[src/design/hal_pkg.sv]
// shared types and constants for the handshake admission limiter
// no dependencies; imported by every module of the block
`default_nettype none
package hal_pkg;

  localparam int BUCKETS   = 512;   // power of two, start bucket is the low hash bits
  localparam int KEY_BYTES = 16;
  localparam int BKT_W     = $clog2(BUCKETS);
  localparam int KB_W      = (KEY_BYTES > 1) ? $clog2(KEY_BYTES) : 1;
  localparam int HASH_SEED = 5381;

  typedef enum logic [2:0] {
    ST_GRANTED   = 3'd0,
    ST_EMPTY_KEY = 3'd1,
    ST_GLOBAL    = 3'd2,
    ST_FULL      = 3'd3,
    ST_KEY_LIMIT = 3'd4,
    ST_RELEASED  = 3'd5,
    ST_NONE      = 3'd6
  } status_t;

  typedef enum logic [1:0] {
    CFG_MAX_PER_WINDOW = 2'd0,
    CFG_MAX_GLOBAL     = 2'd1,
    CFG_WINDOW_SECS    = 2'd2,
    CFG_BUCKET_TTL     = 2'd3
  } cfg_idx_t;

  typedef struct packed {
    logic [7:0]  max_per_window;
    logic [9:0]  max_global;
    logic [15:0] window_secs;
    logic [15:0] bucket_ttl;
  } cfg_t;

  typedef struct packed {
    logic             release_op;
    logic             empty;
    logic [63:0]      key_hi;
    logic [63:0]      key_lo;
    logic [31:0]      now;
    logic [BKT_W-1:0] start;
  } job_t;

  typedef struct packed {
    logic        used;
    logic [63:0] key_hi;
    logic [63:0] key_lo;
    logic [31:0] wstart;
    logic [7:0]  count;
  } entry_t;

endpackage
`default_nettype wire

[src/design/hal_front.sv]
// front end: accepts a transaction, normalizes the key and hashes it one byte a cycle
// depends on hal_pkg
`default_nettype none
module hal_front import hal_pkg::*; (
  input  wire logic        clk,
  input  wire logic        rst,
  input  wire logic        in_valid,
  output logic             in_ready,
  input  wire logic        action,
  input  wire logic [63:0] key_hi,
  input  wire logic [63:0] key_lo,
  input  wire logic [31:0] now_seconds,
  output logic             push_valid,
  input  wire logic        push_ready,
  output job_t             push_job
);

  typedef enum logic [1:0] {F_IDLE, F_HASH, F_PUSH} fstate_t;

  fstate_t          state;
  job_t             job;
  logic [KB_W-1:0]  bi;
  logic [BKT_W-1:0] h_next;
  logic [127:0]     rkey;
  logic [127:0]     nkey;
  logic [127:0]     skey;
  logic [7:0]       c;
  logic             run;

  assign rkey = {key_hi, key_lo};

  // keep each byte only while no zero byte came before it
  always_comb begin
    nkey = '0;
    run  = 1'b1;
    for (int i = 0; i < 16; i++) begin
      if (i < KEY_BYTES) begin
        run = run & (rkey[127-8*i -: 8] != 8'd0);
        if (run) nkey[127-8*i -: 8] = rkey[127-8*i -: 8];
      end
    end
  end

  assign skey = {job.key_hi, job.key_lo};
  assign c    = skey[127 - 8*bi -: 8];

  // only the low hash bits select the bucket, so the hash is kept that narrow
  always_comb begin
    h_next = job.start;
    if (c != 8'd0) h_next = (job.start << 5) + job.start + BKT_W'(c);
  end

  assign in_ready   = (state == F_IDLE);
  assign push_valid = (state == F_PUSH);
  assign push_job   = job;

  always_ff @(posedge clk) begin
    if (rst) begin
      state <= F_IDLE;
    end else begin
      unique case (state)
        F_IDLE: begin
          if (in_valid) begin
            job.release_op <= action;
            job.empty      <= (nkey[127:120] == 8'd0);
            job.key_hi     <= nkey[127:64];
            job.key_lo     <= nkey[63:0];
            job.now        <= now_seconds;
            job.start      <= HASH_SEED[BKT_W-1:0];
            bi             <= '0;
            state <= (action || nkey[127:120] == 8'd0) ? F_PUSH : F_HASH;
          end
        end
        F_HASH: begin
          job.start <= h_next;
          if (bi == KB_W'(KEY_BYTES - 1)) begin
            state <= F_PUSH;
          end else begin
            bi <= bi + 1'b1;
          end
        end
        F_PUSH: begin
          if (push_ready) state <= F_IDLE;
        end
        default: state <= F_IDLE;
      endcase
    end
  end

endmodule
`default_nettype wire

[config.mk]
export PLATFORM = sky130hd
export DESIGN_NAME = hal_front
export DESIGN_NICKNAME = d
export VERILOG_FILES = /design/src/design/hal_pkg.sv /design/src/design/hal_front.sv
export SDC_FILE = /design/constraint.sdc
export NUM_CORES = 1
export LEC_CHECK = 0
export BUFFER_PORTS_ARGS = -buffer_cell sky130_fd_sc_hd__buf_2
export CAP_MARGIN = 20
export CELL_PAD_IN_SITES_DETAIL_PLACEMENT = 1
export CELL_PAD_IN_SITES_GLOBAL_PLACEMENT = 2
export CORE_ASPECT_RATIO = 1.4
export CORE_MARGIN = 3
export CORE_UTILIZATION = 24
export CTS_BUF_LIST = sky130_fd_sc_hd__clkbuf_16
export CTS_CLUSTER_DIAMETER = 150
export CTS_CLUSTER_SIZE = 14
export DETAILED_ROUTE_END_ITERATION = 12
export PLACE_DENSITY = 0.69
export SETUP_SLACK_MARGIN = 0.05
export SLEW_MARGIN = 20
export SYNTH_ARGS = -nofsm -noshare
export SYNTH_HDL_FRONTEND = slang
export SYNTH_SLANG_ARGS = --single-unit
[constraint.sdc]
create_clock -name clk -period 13.3 [get_ports clk]
set_clock_uncertainty 0.1 [all_clocks]
set_input_delay 0.665 -clock clk [delete_from_list [all_inputs] [get_ports clk]]
set_output_delay 0.665 -clock clk [all_outputs]
set_load 0.01 [all_outputs]
==> flow_summary.toml <==
[run_status]
status = "finished, final reports clean"

[timing]
worst_pin_slew_ps = 965.9
hold_viol_final = 0
slew_violations = 0
period_share_pct = 32.98
rsz0062_at_grt = "no"
finalSetupTns_ps = 0
timing.max_slew.rel_slack_pct = 35.37
fin_hold_ws_ps = 290.3
period_needed_ps = 4386
max_freq_mhz = 228.0
setup_viol = 0

[synth]
synth_compound_area_share_pct = 2.044
syn_area_sq_um = 8202
ys_async_sr_fraction_pct = 0
synth_edf_count = 175
netlist.area_leader.share_pct = 64.07
synth.largest_area_cell = "edfxtp_1"
synth-simple-area-share_pct = 15.48
syn_nets = 705
syn_inst = 523
synth.avg_cell_area_sq_um = 15.68
ys_seq_area_share_pct = 64.56
synth_adder_area_share_pct = 2.960
ys_ff_latch = 177
synth-xor-area-share_pct = 0.9611
synth_warnings = 0
synthMuxAreaShare_pct = 11.61
synth-main-ff-cell = "edfxtp_1"
ys_top_cells_by_area = "edfxtp_1 64%, and2_1 8.7%, mux4_2 6.9%"
synth_top_family_by_area = "simple AND/OR/NAND/NOR gates"
synth_cell_types = 42

[route]
wl_met2_microns = 17040
firstDrtPassIters = 4
routed_wirelength_microns = 31800
drt_iter0_drc = 337
wire_per_inst_microns = 24.20
drc_errors = 0
met1_length_microns = 11430
wl_met3_microns = 2197
vias = 5880
viasPerCell = 4.475
ant_nets = 0
top_layer = "met5"

[clock_tree]
holdBufCountCts = 0
clockBufferDepth = 2
path_clk_slew_ps = 70
ctsResizeCount = 0
cts_tree = "done"
cts_inserted_buffers = 17
cts_root_buf = "clkbuf_16"
cts_num_sinks = 177
clock_latency_ps = 440
cts_htree_levels = 4
cts_setup_buffers = 0

[worst_setup_path]
slowest_stage = "mux4_1"
crit_buf_inv = 1
crit_fanout = 34
crit_arrival_ps = 4490
crit_path_frequent_cell = "ha_1"
endpoint = "push_job[8]$_SDFFCE_PN1P_"
worst_ep_required_time_ps = 13400
worst_path_largest_cell_delay_ps = 720
worstSetupPathDepth = 11
cp_cell_sequence = "buf_4 -> mux4_1 -> mux4_2 -> ha_1 -> ha_1 -> a21o_1 -> a21oi_1 -> o21bai_1 -> a2111oi_0 -> o21ai_0 -> o31a_1"
r2r_cells = 11
r2r-end = "push_job[8]$_SDFFCE_PN1P_"
reg2reg_slack_ps = 8910
crit_type = "flip-flop to flip-flop"
startpoint = "bi[1]$_SDFFCE_PN0P_"
endpoint_kind = "flip-flop"
r2r-start = "bi[1]$_SDFFCE_PN0P_"
cp_top_family = "compound AO/OA/AOI/OAI gates"
start_kind = "flip-flop"

[final_layout]
final_cell_mix = "337 x buf_2, 175 x edfxtp_1, 114 x and2_1"
finalNetCount = 1036
fin_util_pct = 32.64
mostFrequentLayoutCell = "buf_2"
area_delta_synth_final_pct = 33.35
fillers = 3674
final_area_sq_um = 10940
final_layout_size_suffix_gt1_share_pct = 46.88

[power]
power.density_nw_per_um2 = 127.8
power_leakage_nw = 4.259
vdd_drop_max_mv = 0.1054

[floorplanning]
pin_count = 338
start_util_pct = 24.48
die_h_microns = 224.7
core.rowCount = 79
die_area_sq_um = 36460
die_w_microns = 162.2
core_sq_um = 33510

[global_routing]
track_usage_pct = 17.27
gr-total-overflow = 0
grt_pass1_vias = 6565
grt_max_degree = 85
grt_pass1_wl_microns = 44740
antenna_found_initial = 7

[place]
place_area_sq_um = 10310
portBuffers = 337
gp_congestion = 0.8419
hpwlAfterDp_microns = 26080

[flow_run]
cap_violations = 0

[min_path]
hp-class = "input pin to flip-flop"
## cells in the mapped netlist, types with 2 or more instances
library cell  number
a211oi_1           2
a21o_1             2
a21oi_1           12
and2_1           114
and3_1            10
buf_2              5
buf_4              5
buf_6              3
clkbuf_1          17
dfxtp_1            2
edfxtp_1         175
fa_1               4
ha_1              13
inv_1              4
mux2i_1           10
mux4_1            11
mux4_2            25
nand2_1           11
nand3_1            4
nor2_1            23
nor2b_1            4
nor3_1             4
nor4_1            22
nor4_2             2
o21ai_0            4
o21bai_1           2
or2_2              2
or4_1             10
xnor2_1            6
xor2_1             3
## kinds of logic (layout without fill, tap and decap cells)
logic type	Yosys count	in the layout
mux	46	46
compound gates	27	27
flops	177	177
buf+inv	35	376
other cells	0	5
simple gates	212	212
fa+ha+maj	17	17
xor+xnor	9	9
## registers in the layout, indices dropped and copies added (netlist names)
register,count
push_job,171
bi,4
state,2
## stage by stage
| step | cells | power [mW] | setup WS (ps) |
|---|---|---|---|
| global placement | 1280 | 0.8836 | 8923 |
| global route | 1314 | 1.452 | 8524 |
| CTS | 1309 | 1.415 | 8910 |
| finish | 1314 | 1.398 | 8914 |
| floorplan | 523 | 0.7973 | 662.0 |
| detailed placement | 1280 | 0.8872 | 8917 |
## power breakdown
group | internal (mW) | switching (mW) | leakage, nW
clock network | 0.310 | 0.218 | 0.289
registers | 0.651 | 0.0216 | 1.64
logic | 0.0902 | 0.108 | 2.33
## final cells by class
type / instances / area (sq um) / area share (%)
Inverter: 4 / 15.01 / 0.1373
Sequential cell: 177 / 5295 / 48.42
Timing Repair Buffer: 343 / 1739 / 15.90
Antenna cell: 5 / 12.51 / 0.1144
Tap cell: 445 / 556.8 / 5.091
Multi-Input combinational cell: 311 / 2723 / 24.89
Clock inverter: 12 / 170.2 / 1.556
Clock buffer: 17 / 425.4 / 3.890
## worst min path at each step
stage | endpoint | startpoint | cells after the start | slack, ps
after CTS | push_job[21]$_DFFE_PP_ | now_seconds[12] | 1 | 260
after global placement | state[0]$_SDFFE_PP0P_ | state[0]$_SDFFE_PP0P_ | 2 | 500
after detailed placement | state[0]$_SDFFE_PP0P_ | state[0]$_SDFFE_PP0P_ | 2 | 500
final | push_job[21]$_DFFE_PP_ | now_seconds[12] | 1 | 290
after floorplan | state[0]$_SDFFE_PP0P_ | state[0]$_SDFFE_PP0P_ | 2 | 450
after global routing | push_job[21]$_DFFE_PP_ | now_seconds[12] | 1 | 270
## metal layers
metal  vias to the layer above  track usage [%]
met4                         4            7.599
met5                         -                0
li1                       2668                -
met1                      2923            18.37
met3                        53            5.766
met2                       232            30.95
(Power assumes the default switching activity.)
