File: src/design/hal_pkg.sv
// shared types and constants for the handshake admission limiter
// no dependencies; imported by every module of the block
`default_nettype none
package hal_pkg;

  localparam int BUCKETS   = 512;   // power of two, start bucket is the low hash bits
  localparam int KEY_BYTES = 16;
  localparam int BKT_W     = $clog2(BUCKETS);
  localparam int KB_W      = (KEY_BYTES > 1) ? $clog2(KEY_BYTES) : 1;
  localparam int HASH_SEED = 5381;

  typedef enum logic [2:0] {
    ST_GRANTED   = 3'd0,
    ST_EMPTY_KEY = 3'd1,
    ST_GLOBAL    = 3'd2,
    ST_FULL      = 3'd3,
    ST_KEY_LIMIT = 3'd4,
    ST_RELEASED  = 3'd5,
    ST_NONE      = 3'd6
  } status_t;

  typedef enum logic [1:0] {
    CFG_MAX_PER_WINDOW = 2'd0,
    CFG_MAX_GLOBAL     = 2'd1,
    CFG_WINDOW_SECS    = 2'd2,
    CFG_BUCKET_TTL     = 2'd3
  } cfg_idx_t;

  typedef struct packed {
    logic [7:0]  max_per_window;
    logic [9:0]  max_global;
    logic [15:0] window_secs;
    logic [15:0] bucket_ttl;
  } cfg_t;

  typedef struct packed {
    logic             release_op;
    logic             empty;
    logic [63:0]      key_hi;
    logic [63:0]      key_lo;
    logic [31:0]      now;
    logic [BKT_W-1:0] start;
  } job_t;

  typedef struct packed {
    logic        used;
    logic [63:0] key_hi;
    logic [63:0] key_lo;
    logic [31:0] wstart;
    logic [7:0]  count;
  } entry_t;

endpackage
`default_nettype wire

File: src/design/hal_queue.sv
// two-entry queue between the front end and the bucket engine
// depends on hal_pkg
`default_nettype none
module hal_queue import hal_pkg::*; (
  input  wire logic clk,
  input  wire logic rst,
  input  wire logic wr_valid,
  output logic      wr_ready,
  input  job_t      wr_job,
  output logic      rd_valid,
  input  wire logic rd_ready,
  output job_t      rd_job,
  output logic [1:0] level
);

  job_t slots [2];
  logic wp, rp;
  logic push, pop;

  assign wr_ready = (level != 2'd2);
  assign rd_valid = (level != 2'd0);
  assign push     = wr_valid && wr_ready;
  assign pop      = rd_valid && rd_ready;
  assign rd_job   = slots[rp];

  always_ff @(posedge clk) begin
    if (push) slots[wp] <= wr_job;
  end

  always_ff @(posedge clk) begin
    if (rst) begin
      wp    <= 1'b0;
      rp    <= 1'b0;
      level <= 2'd0;
    end else begin
      if (push) wp <= ~wp;
      if (pop)  rp <= ~rp;
      level <= level + {1'b0, push} - {1'b0, pop};
    end
  end

endmodule
`default_nettype wire

File: config.mk
export PLATFORM = sky130hd
export DESIGN_NAME = hal_queue
export DESIGN_NICKNAME = d
export VERILOG_FILES = /design/src/design/hal_pkg.sv /design/src/design/hal_queue.sv
export SDC_FILE = /design/constraint.sdc
export NUM_CORES = 1
export LEC_CHECK = 0
export BUFFER_PORTS_ARGS = -buffer_cell sky130_fd_sc_hd__buf_4
export CAP_MARGIN = 10
export CORE_ASPECT_RATIO = 0.5
export CORE_UTILIZATION = 55
export CTS_CLUSTER_SIZE = 20
export DETAILED_ROUTE_END_ITERATION = 12
export PLACE_DENSITY_LB_ADDON = 0.3
export SYNTH_ARGS = -nofsm -noshare
export SYNTH_HDL_FRONTEND = slang
export SYNTH_SLANG_ARGS = --single-unit
File: constraint.sdc
create_clock -name clk -period 23 [get_ports clk]
set_clock_uncertainty 0.1 [all_clocks]
set_input_delay 0 -clock clk [delete_from_list [all_inputs] [get_ports clk]]
set_output_delay 0 -clock clk [all_outputs]
set_load 0.02 [all_outputs]
==> results of run 1 <==
## logic make-up (layout without fill, tap and decap cells)
group / after synthesis / count (layout) / share of synthesized area
AND/OR/NAND/NOR: 11 / 11 / 0.00416
adder cells (fa/ha/maj): 2 / 2 / 0.00194
multiplexers: 172 / 172 / 0.176
AO/OA/AOI/OAI: 1 / 1 / 0.000581
buffers and inverters: 20 / 586 / 0.0130
other: 0 / 1 / 0
XOR/XNOR: 3 / 3 / 0.00203
flip-flops: 347 / 347 / 0.802
## layout by cell type (no fill, tap or decap), drive strengths merged
| cell type | instances |
|---|---|
| clkbuf | 37 |
| buf | 355 |
| diode | 1 |
| inv | 2 |
| edfxtp | 342 |
| nand2 | 1 |
| xnor2 | 2 |
| dlygate4sd3 | 176 |
| or2 | 1 |
| and3 | 1 |
| clkinv | 11 |
| bufinv | 5 |
| mux2 | 172 |
| o21a | 1 |
| xor2 | 1 |
| nand2b | 1 |
| dfxtp | 5 |
| nor2b | 2 |
| nor2 | 5 |
| ha | 2 |
## state kept, by name, indices dropped and copies added, names as in the netlist, named ones only
name and count:
slots 342, rp 1, wp 1, level 2
## through the flow
step / cell area, µm² / instances / hold slack, ps / utilization
after global placement: 15800 / 1199 / 84.9 / 0.690
after detailed placement: 15800 / 1199 / 87.6 / 0.690
after CTS: 18600 / 1429 / 40.6 / 0.811
after floorplan: 12900 / 556 / -28.4 / -
after global routing: 18600 / 1430 / 49.6 / 0.811
final: 18600 / 1430 / 70.1 / 0.811
## worst max-delay path, delay by kind of cell (launching register included)
kind	cells	cell delay (ps)
buf+inv	2	1090
flops	1	790
mux	1	440
## what timing repair did
| item | 4_1_cts | 5_1_grt |
|---|---|---|
| setup endpoints to repair | 0 | 0 |
| hold buffers | 176 | 0 |
| endpoints found under the hold margin | 389 | 0 |
## power by group
group          total, µW  internal [µW]  leakage (µW)  switching, µW
registers            830            796       0.00324           34.3
logic                594            286       0.00345            308
clock network        525            302      0.000489            223
total               1950           1380       0.00718            565
## worst min path at each step
stage	depth (start not counted)	endpoint
4_1_cts	2	slots[0][47]
3_3_place_gp	1	slots[0][41]
5_1_grt	2	slots[0][29]
2_1_floorplan	1	level[0]
6_report	2	slots[0][26]
3_5_place_dp	1	slots[0][46]
## layer usage
layer | vias up | wire length (µm) | track usage
met1 | 3690 | 11400 | 0.271
met3 | 59 | 1300 | 0.0510
li1 | 3297 | - | -
met5 | - | 0 | 0
met4 | 0 | 769 | 0.0724
met2 | 212 | 16800 | 0.464
## layout make-up
type,count,area share
clock inverter,17,0.0110
multi-input combinational,189,0.129
clock buffer,37,0.0429
inverter,1,0.000202
sequential,347,0.558
tap,307,0.0207
timing repair buffer,531,0.238
antenna,1,0.000135
==> flow_summary.json, run 1 <==
{
  "synthCells": 556,
  "r2r_slack_ps": 20130,
  "reg2reg_to": "slots[0][121]",
  "r2r-start": "level[0]",
  "cts_resized": 0,
  "ys_types": 17,
  "tightest_slew_ps": 1130,
  "cp_cell_sequence": "buf_4 -> mux2_2 -> buf_4",
  "clock-sinks": 347,
  "multiInputGateArea_um2": 2400,
  "required_ps": 22900,
  "cts_setup_buffers": 0,
  "synthToLayoutAreaGrowth_pct": 43.9,
  "grt_usage": 0.241,
  "yosysWarnings": 0,
  "drc": 0,
  "layout-drive-gt1-share": 0.509,
  "ctsRootBufferMaster": "clkbuf_16",
  "first_iter_violations": 506,
  "die_height_um": 110,
  "wl_um": 30200,
  "clock_tree.buffer_depth": 3,
  "synthFlopType": "edfxtp_1",
  "yosys-top-cells-area": "edfxtp_1, mux2_4, mux2_2",
  "hold_path.class": "in -> reg",
  "grt_pass1_vias": 7820,
  "cap_violations": 0,
  "vdd_drop_max_v": 0.0000778,
  "power_leakage_uw": 0.00718,
  "drt_pass1_iterations": 4,
  "place_hpwl_um": 16600,
  "vias_per_cell": 5.08,
  "synth-seq-cells": 347,
  "dieArea_um2": 24200,
  "fin_crit_ps": 3030,
  "grt_max_degree": 82,
  "antenna_found_initial": 1,
  "powerDensity_nw_per_um2": 105,
  "ios": 350,
  "slowest_delay_ps": 930,
  "num-nets-final": 1277,
  "maxSlewHeadroom": 0.248,
  "htree_num_levels": 1,
  "arrival_ps": 2930,
  "cts.clk_slew.worst_paths_ps": 70,
  "fin_setup_tns_ps": 0,
  "hold_viol": 0,
  "holdCritStartpoint": "wr_job[26]",
  "crit_type": "reg -> out",
  "wl_per_cell_um": 21.1,
  "synthesis.nets": 733,
  "n_fill_cell": 1146,
  "worstSetupEndpointType": "output pin",
  "synth_common_cells": "edfxtp_1, mux2_4, mux2_2",
  "post-place-ws_ps": 20220,
  "rows": 39,
  "coreArea_um2": 22900,
  "cp_slowest_cell": "buf_4",
  "die_w_um": 219,
  "cts_tree": "built",
  "setup_slack_ps": 19970,
  "synth_area_leader_cell": "edfxtp_1",
  "grt_pass1_wl_um": 43100,
  "routabilityCongestion": 0.760,
  "ys_seq_area_frac": 0.802,
  "cp-start-kind": "flip-flop",
  "outcome": "finished clean",
  "finalSetupViolCount": 0,
  "clk_latency_ps": 550,
  "path_max_fanout": 59,
  "period_share": 0.132,
  "fmax_mhz": 330,
  "cts_buffers": 30,
  "port_buffers": 349,
  "synth.top_cell.area_share": 0.795,
  "synth_edf_count": 342,
  "num_vias": 7258,
  "detail-route-antenna-nets": 0,
  "start_util": 0.564,
  "rsz0062_at_grt": "no",
  "synth.most_common_cell": "edfxtp_1",
  "overflow": 0,
  "crit_top_cell": "buf_4",
  "syn_avg_cell_area_um2": 23.2,
  "slew_viol_final": 0,
  "reg2reg_depth": 4,
  "synthArstFlopShare": 0,
  "endpoint": "rd_job[37]",
  "synth.cell_area_um2": 12900,
  "regArea_um2": 10400,
  "finalPower_uw": 1950
}
No activity file was read; power rests on OpenSTA's default activity.
==> run 2, diff against run 1 <==
--- a/config.mk
+++ b/config.mk
@@ -8,7 +8,7 @@
 export BUFFER_PORTS_ARGS = -buffer_cell sky130_fd_sc_hd__buf_4
 export CAP_MARGIN = 10
 export CORE_ASPECT_RATIO = 0.5
-export CORE_UTILIZATION = 55
+export CORE_UTILIZATION = 47
 export CTS_CLUSTER_SIZE = 20
 export DETAILED_ROUTE_END_ITERATION = 12
 export PLACE_DENSITY_LB_ADDON = 0.3
==> constraint.sdc (replaced) <==
create_clock -name clk -period 2.5 [get_ports clk]
set_clock_uncertainty 0.1 [all_clocks]
set_input_delay 0 -clock clk [delete_from_list [all_inputs] [get_ports clk]]
set_output_delay 0 -clock clk [all_outputs]
set_load 0.02 [all_outputs]
==> flow_summary.json, run 2 (synthesis gave the netlist of run 1 again) <==
{
  "outcome": "finished clean",
  "reg2reg_to": "level[1]",
  "cp_cell_sequence": "buf_12 -> mux2_4 -> buf_4",
  "final_core_util": 0.708,
  "antenna_found_initial": 3,
  "reg_top3": "slots (342), level (2)",
  "cp_top_family": "buffers and inverters",
  "hold_path.class": "in -> reg",
  "largest_register": "slots",
  "drt_pass1_iterations": 4,
  "path_max_fanout": 62,
  "r2r_slack_ps": 690,
  "powerDensity_nw_per_um2": 965,
  "vias_per_cell": 4.84,
  "hold_viol": 0,
  "num-nets-final": 1283,
  "cts_resized": 0,
  "fin_setup_tns_ps": 0,
  "tightest_slew_ps": 542,
  "power_leakage_uw": 0.00729,
  "dieArea_um2": 28200,
  "endpoint": "rd_job[83]",
  "drc": 0,
  "layout-drive-gt1-share": 0.523,
  "die_w_um": 237,
  "grt_pass1_wl_um": 43400,
  "slowest_delay_ps": 390,
  "layout_common_cells": "buf_4, edfxtp_1, dlygate4sd3_1",
  "clock-sinks": 347,
  "largest_reg_flops": 342,
  "reg2reg_depth": 5,
  "slew_viol_final": 0,
  "grt_usage": 0.202,
  "hold_path_depth": 2,
  "ios": 350,
  "ctsRootBufferMaster": "clkbuf_16",
  "cp-start-kind": "flip-flop",
  "port_buffers": 349,
  "start_util": 0.483,
  "cp_slowest_cell": "dfxtp_4",
  "hold_buffers": 175,
  "place_hpwl_um": 18000,
  "coreArea_um2": 26700,
  "crit_cells": 3,
  "period_share": 0.816,
  "overflow": 0,
  "n_fill_cell": 1652,
  "first_iter_violations": 438,
  "worstSetupEndpointType": "output pin",
  "rows": 42,
  "cts.clk_slew.worst_paths_ps": 70,
  "wl_per_cell_um": 19.3,
  "detail-route-antenna-nets": 0,
  "clk_latency_ps": 560,
  "grt_pass1_vias": 7864,
  "fin_crit_ps": 2040,
  "r2r-start": "level[1]",
  "finalSetupViolCount": 0,
  "routabilityCongestion": 0.776,
  "layout_commonest_cell": "buf_4",
  "grt_max_degree": 63,
  "die_height_um": 119,
  "required_ps": 2400,
  "maxSlewHeadroom": 0.638,
  "vdd_drop_max_v": 0.000652,
  "critical_path_buf_inv_count": 2,
  "cts_tree": "built",
  "synthToLayoutAreaGrowth_pct": 46.4,
  "htree_num_levels": 1,
  "clock_tree.buffer_depth": 3,
  "num_vias": 7187,
  "fmax_mhz": 490,
  "finalPower_uw": 18300,
  "cts_buffers": 31,
  "crit_type": "reg -> out",
  "arrival_ps": 1940,
  "cts_setup_buffers": 0,
  "rsz0062_at_grt": "no",
  "cap_violations": 0,
  "wl_um": 28700
}
[run 2: cell types whose count changed in the layout (fill, tap and decap cells not counted), sizes merged]
cell	previous run	this run
bufinv	5	6
diode	1	3
buf	355	361
clkinvlp	0	3
clkinv	11	10
dlygate4sd3	176	175
clkbuf	37	38
[run 2: layer usage]
metal	global-route usage	vias to the layer above	wire length (µm)
met4	0.0905	0	1270
met2	0.374	176	15800
met5	0	-	0
met1	0.227	3612	10500
li1	-	3317	-
met3	0.0396	82	1080
[run 2: worst min path at each step]
stage                     slack, ps        start             to
after global placement           80   wr_job[40]   slots[0][40]
after global routing             40   wr_job[26]   slots[0][26]
after detailed placement         90    wr_job[5]    slots[1][5]
final                            70  wr_job[168]  slots[1][168]
after CTS                        30   wr_job[40]   slots[1][40]
after floorplan                 -40          rst       level[0]
[run 2: cell type report]
type | instances | area, µm² | share of cell area
Antenna cell | 3 | 7.51 | 0.000397
Clock buffer | 38 | 852 | 0.0450
Clock inverter | 20 | 267 | 0.0141
Inverter | 1 | 3.75 | 0.000198
Multi-Input combinational cell | 189 | 2410 | 0.128
Sequential cell | 347 | 10400 | 0.548
Tap cell | 352 | 440 | 0.0233
Timing Repair Buffer | 536 | 4560 | 0.241
[run 2: per-stage QoR]
| step | cell area, µm² | worst slack [ps] | hold slack (ps) | cells |
|---|---|---|---|---|
| 2_1_floorplan | 13000 | -1180 | -38.1 | 556 |
| 3_3_place_gp | 16000 | 894 | 84.9 | 1250 |
| 3_5_place_dp | 16000 | 857 | 87.6 | 1250 |
| 4_1_cts | 18900 | 411 | 31.9 | 1483 |
| 5_1_grt | 18900 | 359 | 39.1 | 1486 |
| 6_report | 18900 | 461 | 65.1 | 1486 |
[run 2: report_power, final]
part	internal [µW]	switching, µW	total [µW]
Clock	3050	2070	5120
Sequential	7300	206	7510
Combinational	2710	2920	5630
==> run 3, diff against run 2 <==
--- a/config.mk
+++ b/config.mk
@@ -8,7 +8,7 @@
 export BUFFER_PORTS_ARGS = -buffer_cell sky130_fd_sc_hd__buf_4
 export CAP_MARGIN = 10
 export CORE_ASPECT_RATIO = 0.5
-export CORE_UTILIZATION = 47
+export CORE_UTILIZATION = 52
 export CTS_CLUSTER_SIZE = 20
 export DETAILED_ROUTE_END_ITERATION = 12
 export PLACE_DENSITY_LB_ADDON = 0.3
==> constraint.sdc (replaced) <==
create_clock -name clk -period 2.14 [get_ports clk]
set_clock_uncertainty 0.1 [all_clocks]
set_input_delay 0 -clock clk [delete_from_list [all_inputs] [get_ports clk]]
set_output_delay 0 -clock clk [all_outputs]
set_load 0.02 [all_outputs]
==> flow_summary.json, run 3 (synthesis gave the netlist of run 1 again) <==
{
  "layout-drive-gt1-share": 0.523,
  "arrival_ps": 1880,
  "power_leakage_uw": 0.00731,
  "num-nets-final": 1301,
  "dieArea_um2": 25500,
  "port_buffers": 349,
  "post-place-cells": 1250,
  "cap_violations": 0,
  "wl_per_cell_um": 20.4,
  "htree_num_levels": 1,
  "finalPower_uw": 20600,
  "path_max_fanout": 48,
  "wl_um": 30300,
  "reg2reg_to": "level[1]",
  "num_vias": 7364,
  "hold_path_depth": 2,
  "slew_viol_final": 0,
  "period_share": 0.925,
  "cp-start-kind": "flip-flop",
  "grt_usage": 0.235,
  "synthToLayoutAreaGrowth_pct": 46.1,
  "routabilityCongestion": 0.774,
  "clk_latency_ps": 550,
  "largest_register": "slots",
  "fin_setup_tns_ps": 0,
  "cp_cell_sequence": "buf_12 -> mux2_2 -> buf_4",
  "clock-sinks": 347,
  "tightest_slew_ps": 590,
  "start_util": 0.535,
  "cp_top_family": "flip-flops",
  "place_hpwl_um": 17700,
  "finalSetupViolCount": 0,
  "reg2reg_depth": 5,
  "layout_commonest_cell": "buf_4",
  "critical_path_buf_inv_count": 2,
  "grt_pass1_vias": 8099,
  "powerDensity_nw_per_um2": 1090,
  "hold_path.class": "in -> reg",
  "largest_reg_flops": 342,
  "ios": 350,
  "vias_per_cell": 4.96,
  "maxSlewHeadroom": 0.607,
  "clock_tree.buffer_depth": 3,
  "post-place-ws_ps": 444,
  "vdd_drop_max_v": 0.000831,
  "final_core_util": 0.781,
  "setup_slack_ps": 160,
  "hold_viol": 0,
  "slowest_delay_ps": 460,
  "drt_pass1_iterations": 4,
  "holdCritStartpoint": "wr_job[8]",
  "die_w_um": 225,
  "multiInputGateArea_um2": 2410,
  "die_height_um": 113,
  "required_ps": 2040,
  "cts.clk_slew.worst_paths_ps": 70,
  "detail-route-antenna-nets": 0,
  "outcome": "finished clean",
  "drc": 0,
  "first_iter_violations": 439,
  "ctsRootBufferMaster": "clkbuf_16",
  "rsz0062_at_grt": "no",
  "n_fill_cell": 1289,
  "reg_top3": "slots (342), level (2)",
  "coreArea_um2": 24200,
  "antenna_found_initial": 2,
  "worstSetupEndpointType": "output pin",
  "r2r-start": "level[1]",
  "grt_pass1_wl_um": 44800,
  "overflow": 0,
  "fin_cells": 1484,
  "r2r_slack_ps": 380,
  "cts_tree": "built",
  "grt_max_degree": 60,
  "crit_type": "reg -> out",
  "fmax_mhz": 505,
  "cts_buffers": 29,
  "cp_slowest_cell": "dfxtp_4",
  "rows": 40,
  "fin_crit_ps": 1980,
  "regArea_um2": 10400,
  "hold_path_end": "slots[1][8]",
  "layout_common_cells": "buf_4, edfxtp_1, dlygate4sd3_1"
}
==> run 3: cell types whose count changed in the layout (fill, tap and decap cells not counted), sizes merged, moves of 3 or more <==
cell	change
buf	+19
clkbuf	-4
clkinv	+6
bufinv	-5
clkinvlp	-3
==> run 3: worst max-delay path by stage <==
stage / depth (start not counted) / endpoint / from / slack, ps
2_1_floorplan: 3 / slots[0][0] / level[0] / -1540
3_3_place_gp: 4 / slots[0][95] / level[0] / 480
3_5_place_dp: 4 / slots[0][95] / level[0] / 440
4_1_cts: 3 / rd_job[4] / flip-flop / 130
5_1_grt: 3 / rd_job[11] / flip-flop / 80
6_report: 3 / rd_job[49] / flip-flop / 160
==> run 3: area by class of cell <==
| type | count | area share |
|---|---|---|
| flip-flops and latches | 347 | 0.549 |
| repair buffers | 556 | 0.254 |
| multi-input cells | 189 | 0.128 |
| clock buffers | 34 | 0.0394 |
| well taps | 336 | 0.0223 |
| clock inverters | 19 | 0.00616 |
| diodes | 2 | 0.000265 |
| inverters | 1 | 0.000199 |
==> run 3: report_power, final <==
group          switching, µW  internal (µW)  leakage (µW)
logic                   3470           3360       0.00364
clock network           2330           2610      0.000428
registers                277           8530       0.00324
total                   6080          14500       0.00731
==> run 3: repair_timing <==
item	4_1_cts	5_1_grt
setup buffers	3	0
hold buffers	176	0
endpoints found under the setup margin	22	0
endpoints found under the hold margin	370	0
resized for setup	1	0
==> run 3: per-stage QoR <==
stage | hold slack, ps | instance area [µm²]
floorplan | -38.1 | 13000
global placement | 85.1 | 16200
detailed placement | 87.7 | 16200
CTS | 41.2 | 18900
global route | 50.3 | 18900
finish | 73.3 | 18900
==> run 3: layer usage <==
layer / up-vias / wire length [µm] / global-route usage / share of wire
met3: 72 / 1330 / 0.0461 / 0.044
met4: 0 / 1190 / 0.101 / 0.039
met1: 3708 / 10800 / 0.258 / 0.36
met2: 235 / 17000 / 0.445 / 0.56
li1: 3349 / - / - / -
met5: - / 0 / 0 / 0
